File: src/matrix_surround_encoder_unit_defines.svh
// Assertion helpers for the matrix surround encoder
`ifndef MATRIX_SURROUND_ENCODER_UNIT_DEFINES_SVH
`define MATRIX_SURROUND_ENCODER_UNIT_DEFINES_SVH

// Check a property on every clock edge outside reset
`define MSE_ASSERT(label, prop, msg) \
  label: assert property (@(posedge clk_i) disable iff (!rst_ni) (prop)) else $error(msg);

// Check that a signal is quiet while reset is applied
`define MSE_ASSERT_RST(label, sig, msg) \
  label: assert property (@(posedge clk_i) !rst_ni |=> !(sig)) else $error(msg);

`endif

File: src/mse_pkg.sv
package mse_pkg;

  localparam int unsigned DelayDepth = 8192;
  localparam int unsigned AddrW      = $clog2(DelayDepth);
  localparam int unsigned LenW       = 14;
  localparam int unsigned CoefW      = 13;
  localparam int unsigned SampW      = 32;
  localparam int unsigned EchoW      = 24;
  localparam int unsigned AccW       = 48;
  localparam int unsigned DigitW     = 4;
  localparam int unsigned CfgIdxW    = 3;
  localparam int unsigned CfgDataW   = 14;

  localparam logic [CfgIdxW-1:0] RegHpB0   = 3'd0;
  localparam logic [CfgIdxW-1:0] RegHpB1   = 3'd1;
  localparam logic [CfgIdxW-1:0] RegHpA1   = 3'd2;
  localparam logic [CfgIdxW-1:0] RegLpB0   = 3'd3;
  localparam logic [CfgIdxW-1:0] RegLpB1   = 3'd4;
  localparam logic [CfgIdxW-1:0] RegLpA1   = 3'd5;
  localparam logic [CfgIdxW-1:0] RegDelLen = 3'd6;
  localparam logic [CfgIdxW-1:0] RegMode   = 3'd7;

  localparam logic [1:0] ModeBypass = 2'd0;
  localparam logic [1:0] ModeStereo = 2'd1;
  localparam logic [1:0] ModeQuad   = 2'd2;

  typedef struct packed {
    logic signed [SampW-1:0] front_left;
    logic signed [SampW-1:0] front_right;
    logic signed [SampW-1:0] rear_left;
    logic signed [SampW-1:0] rear_right;
    logic                    block_last;
  } in_req_t;

  typedef struct packed {
    logic signed [SampW-1:0] out_front_left;
    logic signed [SampW-1:0] out_front_right;
    logic signed [SampW-1:0] out_rear_left;
    logic signed [SampW-1:0] out_rear_right;
    logic                    out_block_last;
  } out_req_t;

  // Control between the sequencer and the serial multiply-accumulate unit
  typedef struct packed {
    logic                    start;
    logic signed [SampW-1:0] mcand;
    logic signed [CoefW-1:0] coef;
    logic                    clear;
  } mac_ctl_t;

endpackage

File: src/mse_mac.sv
// Digit-serial multiply-accumulate: the coefficient is consumed four bits per
// cycle, least significant digit first, the top digit carries the sign.
module mse_mac (
  input  logic                                  clk_i,
  input  logic                                  rst_ni,
  input  mse_pkg::mac_ctl_t                     ctl_i,
  output logic                                  busy_o,
  output logic signed [mse_pkg::AccW-1:0]       acc_o
);

  localparam int unsigned NDig  = (mse_pkg::CoefW + mse_pkg::DigitW - 1) / mse_pkg::DigitW;
  localparam int unsigned CoefX = NDig * mse_pkg::DigitW;
  localparam int unsigned CntW  = $clog2(NDig + 1);

  logic [CntW-1:0]                  cnt_q, cnt_d;
  logic [CoefX-1:0]                 sh_q, sh_d;
  logic signed [mse_pkg::AccW-1:0]  mc_q, mc_d;
  logic signed [mse_pkg::AccW-1:0]  acc_q, acc_d;
  logic signed [mse_pkg::DigitW:0]  dig;
  logic signed [mse_pkg::AccW-1:0]  part;

  // Top digit is signed, lower digits unsigned
  always_comb begin
    if (cnt_q == CntW'(1)) begin
      dig = {sh_q[mse_pkg::DigitW-1], sh_q[mse_pkg::DigitW-1:0]};
    end else begin
      dig = {1'b0, sh_q[mse_pkg::DigitW-1:0]};
    end
    part = mc_q * mse_pkg::AccW'(dig);
  end

  always_comb begin
    cnt_d = cnt_q;
    sh_d  = sh_q;
    mc_d  = mc_q;
    acc_d = acc_q;
    if (ctl_i.start) begin
      cnt_d = CntW'(NDig);
      sh_d  = CoefX'(ctl_i.coef);
      mc_d  = mse_pkg::AccW'(ctl_i.mcand);
      if (ctl_i.clear) acc_d = '0;
    end else if (cnt_q != '0) begin
      // Add one partial product and advance to the next digit
      acc_d = acc_q + part;
      mc_d  = mc_q <<< mse_pkg::DigitW;
      sh_d  = sh_q >> mse_pkg::DigitW;
      cnt_d = cnt_q - CntW'(1);
    end
  end

  always_ff @(posedge clk_i or negedge rst_ni) begin
    if (!rst_ni) begin
      cnt_q <= '0;
    end else begin
      cnt_q <= cnt_d;
    end
  end

  always_ff @(posedge clk_i) begin
    sh_q  <= sh_d;
    mc_q  <= mc_d;
    acc_q <= acc_d;
  end

  assign busy_o = (cnt_q != '0);
  assign acc_o  = acc_q;

endmodule

File: config.mk
export PLATFORM = sky130hd
export DESIGN_NAME = mse_mac
export DESIGN_NICKNAME = d
export VERILOG_FILES = /design/src/matrix_surround_encoder_unit_defines.svh /design/src/mse_pkg.sv /design/src/mse_mac.sv
export SDC_FILE = /design/constraint.sdc
export NUM_CORES = 1
export LEC_CHECK = 0
export ABC_AREA = 0
export CAP_MARGIN = 20
export CORE_ASPECT_RATIO = 0.5
export CORE_UTILIZATION = 60
export DETAILED_ROUTE_END_ITERATION = 10
export DONT_BUFFER_PORTS = 1
export PLACE_DENSITY_LB_ADDON = 0.15
export REMOVE_ABC_BUFFERS = 1
export SLEW_MARGIN = 20
export SYNTH_ARGS = -nofsm -noshare
export SYNTH_HDL_FRONTEND = slang
export SYNTH_SLANG_ARGS = --single-unit
File: constraint.sdc
create_clock -name clk_i -period 9.97 [get_ports clk_i]
set_clock_uncertainty 0.15 [all_clocks]
set_input_delay 0.4985 -clock clk_i [delete_from_list [all_inputs] [get_ports clk_i]]
set_output_delay 0.4985 -clock clk_i [all_outputs]
set_load 0.03 [all_outputs]
Word-level counts from Yosys, hierarchy flattened
Index checks and enable logic that the tools add are counted.
{"block": "totals", "regBits": 115, "latchBits": 0, "ramBits": 0, "romBits": 0, "inputBits": 49, "output_inout_bits": 49, "elab_cells": 22, "n_memories": 0}
{"block": "op_classes", "addsub": 2, "n_mul": 1, "div": 0, "n_lt_le_gt_ge": 0, "n_eq_ne": 2, "shift": 0, "mux": 10, "n_bitwise": 0, "reduce_logical": 3}
{"cell": "48-bit 2-to-1 mux", "n": 5}
{"cell": "48-bit adder", "n": 1}
{"cell": "48-bit by 5-bit multiplier with 48-bit output", "n": 1}
{"cell": "16-bit 2-to-1 mux", "n": 2}
{"cell": "3-bit 2-to-1 mux", "n": 2}
{"cell": "5-bit 2-to-1 mux", "n": 1}
{"cell": "3-bit by 1-bit == test with 1-bit output (second input constant)", "n": 1}
{"cell": "3-bit nonzero test", "n": 1}
{"cell": "3-bit by 1-bit subtractor with 3-bit output (second input constant)", "n": 1}
{"cell": "2-bit inequality test (second input constant)", "n": 1}
{"cell": "2-bit AND reduction", "n": 1}
{"cell": "2-bit nonzero test", "n": 1}

Logic depth before layout (Yosys ltp)
{"block": "logic_depth", "ltp_word": 6, "ltp_mapped": 22, "depth_no_buf": 20}

Least setup slack after synthesis
OpenSTA, ideal clock, no wires.
{"block": "synth_timing", "path_type": "reg-to-reg", "from": "reg cnt_q[1]", "to": "reg acc_q (netlist bit acc_o[41]), data pin", "setup_ns": 0.262, "arrival_ns": 5.392, "required_ns": 9.558, "path_slack_ns": 4.166, "path_stages_with_launch": 20, "n_path_buf": 1, "synth_period_minus_slack_ns": 5.804, "path_cell_list": "dfrtp_1 -> inv_1 -> ha_1 -> nand3b_1 -> clkbuf_1 -> or2_2 -> fa_1 -> fa_1 -> fa_1 -> fa_1 -> fa_1 -> nand2b_1 -> a21o_1 -> a311oi_2 -> o2111ai_2 -> a2111oi_4 -> nor2_2 -> o21ai_2 -> a31oi_1 -> mux2_1"}
{"block": "synth_between", "elab_chain_len": 6}
{"element": "start: declaration", "line": "mse_mac.sv:15", "text": "logic [CntW-1:0] cnt_q, cnt_d;"}
{"element": "start signal: assignment", "line": "mse_mac.sv:55", "text": "cnt_q <= cnt_d;"}
{"element": "3-bit by 1-bit == test with 1-bit output", "line": "mse_mac.sv:24", "text": "if (cnt_q == CntW'(1)) begin"}
{"element": "5-bit 2-to-1 mux", "line": "mse_mac.sv:24"}
{"element": "48-bit by 5-bit multiplier with 48-bit output", "line": "mse_mac.sv:29", "text": "part = mc_q * mse_pkg::AccW'(dig);"}
{"element": "48-bit adder", "line": "mse_mac.sv:44", "text": "acc_d = acc_q + part;"}
{"element": "48-bit 2-to-1 mux", "line": "mse_mac.sv:42", "text": "end else if (cnt_q != '0) begin"}
{"element": "48-bit 2-to-1 mux", "line": "mse_mac.sv:37", "text": "if (ctl_i.start) begin"}
{"element": "end signal: assignment", "line": "mse_mac.sv:62", "text": "acc_q <= acc_d;"}
{"element": "end: declaration", "line": "mse_mac.sv:18", "text": "logic signed [mse_pkg::AccW-1:0] acc_q, acc_d;"}
Every way passes these cells. The select of a mux whose other input is x is not followed.
A chain may end at the register's enable or synchronous reset.

Final worst setup path
{"block": "layout_timing", "from": "reg cnt_q[0]", "to": "reg acc_q (netlist bit acc_o[44]), data pin"}
The elaborated chain is that of the path after synthesis.

==> key figures <==
Outcome
  – Outcome: finished clean

Timing
  – Rel. slew slack: 42.9%
  – Fin. max-slew vios: 0
  – Period minus WS final: 6440 ps
  – Fmax: between 150 and 200 MHz
  – Setup TNS: 0 ps
  – RSZ-0062 raised after global routing: false
  – Tcrit/Tclk final: around 65%
  – Final Hold Vio Count: 0
  – Endpoints failing setup: 0
  – Worst slew pin tran: 857 ps

Logic synthesis
  – Xor/xnor cell area share of the yosys netlist: 2.93%
  – Avg Cell Area, Syn: between 9 and 10 µm²
  – EDFF count, synth: ~110
  – Post-synthesis mux area share: 3.27%
  – Largest family of logic cells by synthesized area: adder cells
  – Part of the Yosys area used for sequential elements: around a quarter
  – Post-Synth Adder-Cell Area: 35.5%
  – Synth Warn #: 0
  – Synth Cell Area: 0.0134 mm²
  – Cell count after synthesis: between 1,000 and 1,500
  – Ys async rst share: 2.68%
  – Post-synthesis simple-gate area fraction: 15.6%
  – Yosys cell types: 65
  – Top FF cell, synth: edfxtp_1
  – Seq cells post-synth: 112
  – Synth Area in Compound Gates: 7.86%

Floorplanning
  – DIE AREA: about 0.023 mm²
  – # rows: 38
  – I/O pin total: between 90 and 100
  – Core Region: 0.0218 mm²
  – Die width: 214 µm
  – Die H: 108 µm
  – Starting Density: approximately three fifths

CTS
  – CTS root buf: clkbuf_16
  – CTS clk-pin slew, worst paths: approximately 90 ps
  – Clk_lat worst skew: 390 ps
  – # Post-CTS Setup Buffers: 0
  – Sink Count: between 100 and 150
  – Worst-case clock buffer depth: 2
  – CTS resizes: 0
  – TritonCTS Buffers: 9
  – CTS Hold Bufs: 1
  – CTS tree: yes
  – H-tree Lvls: 3

Global route
  – Initial antenna violation count: 5
  – Global-route wire length before repair: 48,700 µm
  – Pin count of the biggest net entering global routing: 121
  – Vias in the first global route: 9,710
  – Grt total ovfl: 0
  – Total track usage: 27.8%

Critical path
  – R2r setup slk: 3530 ps
  – Register-to-Register Path Depth: 18
  – WS Path Type: flop to flop
  – Crit path launch type: flop
  – CP Data Required Time: between 9000 and 10,000 ps
  – CP endpoint: acc_o[44]$_SDFFCE_PP0P_
  – Worst-path fanout max: 45
  – Crit. End Element: flop
  – Worst R2R End: acc_o[44]$_SDFFCE_PP0P_
  – Worst EP arrival: 6400 ps
  – CP startpoint: cnt_q[0]$_DFFE_PN0P_
  – Worst r2r src: cnt_q[0]$_DFFE_PN0P_

Route
  – DRC: 0
  – Drt pass-1 iters: 5
  – 1st-iter DRT viols: 588
  – Routed Antenna Nets: 0
  – Total number of vias: 9,151
  – Number of vias per cell: 5.56
  – DRT Wirelength: 29,200 µm
  – Routed WL per cell: ~18 µm

Placement
  – Port bufs: 0
  – Routability-driven placement congestion ratio: 0.923
  – HPWL Detailed: 22,100 µm

Final layout
  – Final net count: 1,661
  – Layout cells sized above 1: a little under 6%
  – Fill cells: approximately 1,800
  – Layout area overhead: 3.86%

Hold path
  – Hold Path Class: input port to flop

Run
  – Max_cap viols: 0
## sequential cells by signal, summed over array words and instances, names as in the netlist
signal	flops
mc_q	48
cnt_q	3
acc_o	48
sh_q	13
## cell type report
cell class / count / area [µm²] / area share (%)
Antenna cell: 3 / 7.51 / 0.0538
Clock inverter: 7 / 106 / 0.762
Clock buffer: 9 / 225 / 1.61
Tap cell: 300 / 375 / 2.69
Multi-Input combinational cell: 920 / 8760 / 62.8
Inverter: 286 / 1070 / 7.69
Sequential cell: 112 / 3350 / 24.0
Timing Repair Buffer: 8 / 62.6 / 0.448
## metrics by stage
step	setup WS, ps	cells	utilization, %	area, µm²	hold WS, ps
after global routing	3170	1645	64.0	14000	134
after detailed placement	3570	1625	62.4	13600	53.1
final	3530	1645	64.0	14000	148
after global placement	3720	1625	62.4	13600	53.1
after floorplan	3180	1318	-	13200	52.9
after CTS	3570	1642	63.9	14000	69.9
## critical path: stages (launching register included)
cell	delay [ps]
dfrtp_1	420
ha_1	210
nand3b_1	70
buf_4	500
or2_2	220
fa_1	430
fa_1	510
fa_1	430
fa_1	560
inv_1	50
ha_1	270
a21o_1	130
nand4_1	170
a311oi_1	510
o21ai_1	180
a21oi_1	290
a21oi_1	210
o41ai_2	620
o311ai_0	220
## per-layer routing
metal	vias to the layer above	track usage, %	part of all wire, %	wire, µm
met2	262	44.1	46	13300
met3	41	7.03	7.0	2040
met1	4606	37.8	46	13300
li1	4240	-	-	-
met5	-	0	0.034	10
met4	2	7.81	1.7	503
## cells by family after synthesis
| kind of cell | count (synthesis) |
|---|---|
| xor gates and xnor gates | 45 |
| and+or+nand+nor | 394 |
| AOI/OAI and AO/OA | 167 |
| DFF | 112 |
| buffers and inverters | 334 |
| adders and majority gates | 275 |
| muxes | 39 |
## placed cells by master, fill, tap and decap left out, types with 2 or more instances in the layout
master       n
inv_1      286
fa_1       178
and2_1     174
edfxtp_1   109
nor2_1      98
ha_1        97
nand2_1     60
a21oi_1     55
o21ai_0     44
mux2_2      36
xnor2_1     27
a21o_1      18
xor2_1      18
nand2b_1    11
clkbuf_16    9
nand3_1      8
nor2b_1      8
nand4_1      7
a31oi_1      7
buf_4        7
o21a_1       6
clkinv_8     6
o211ai_1     5
o21bai_1     5
or2_2        4
a311oi_1     4
nor3_1       4
nor3b_1      4
diode_2      3
o31ai_1      3
mux2_1       3
dfrtp_1      3
o22ai_1      2
nand2_2      2
nor4_1       2
and3_1       2
a21o_2       2
or3_1        2
## how the worst min path moves through the flow
stage | endpoint | start | cells after the start | slack (ps)
after global routing | sh_q[9]$_DFFE_PP_ | ctl_i[10] | 2 | 130
after CTS | cnt_q[1]$_DFFE_PN0P_ | ctl_i[46] | 1 | 70
after global placement | cnt_q[1]$_DFFE_PN0P_ | rst_ni | 0 | 50
after detailed placement | cnt_q[1]$_DFFE_PN0P_ | rst_ni | 0 | 50
after floorplan | cnt_q[0]$_DFFE_PN0P_ | rst_ni | 0 | 50
final | sh_q[9]$_DFFE_PP_ | ctl_i[10] | 2 | 150
## cells in the mapped netlist, drive strengths merged, types with 2 or more instances
cell,instances,area share [%]
a2111oi,2,0.27
a21o,20,1.1
a21oi,55,2.0
a311oi,5,0.37
a31oi,7,0.33
and2,174,8.1
and3,3,0.15
buf,6,0.36
clkbuf,39,1.3
clkdlybuf4s50,2,0.17
dfrtp,3,0.56
edfxtp,109,24
fa,178,27
ha,97,9.0
inv,286,8.0
mux2,39,3.3
nand2,62,1.8
nand2b,11,0.51
nand3,8,0.30
nand4,7,0.33
nor2,99,2.8
nor2b,8,0.37
nor3,4,0.15
nor3b,5,0.36
nor4,3,0.25
o2111ai,2,0.18
o211ai,5,0.28
o21a,6,0.34
o21ai,46,1.7
o21bai,5,0.28
o22ai,2,0.093
o31a,2,0.14
o31ai,3,0.17
or2,4,0.19
or3,2,0.093
xnor2,27,1.8
xor2,18,1.2
Power is not shown: default switching activity piles up to over one toggle a cycle in this logic, so the estimate is an artifact.
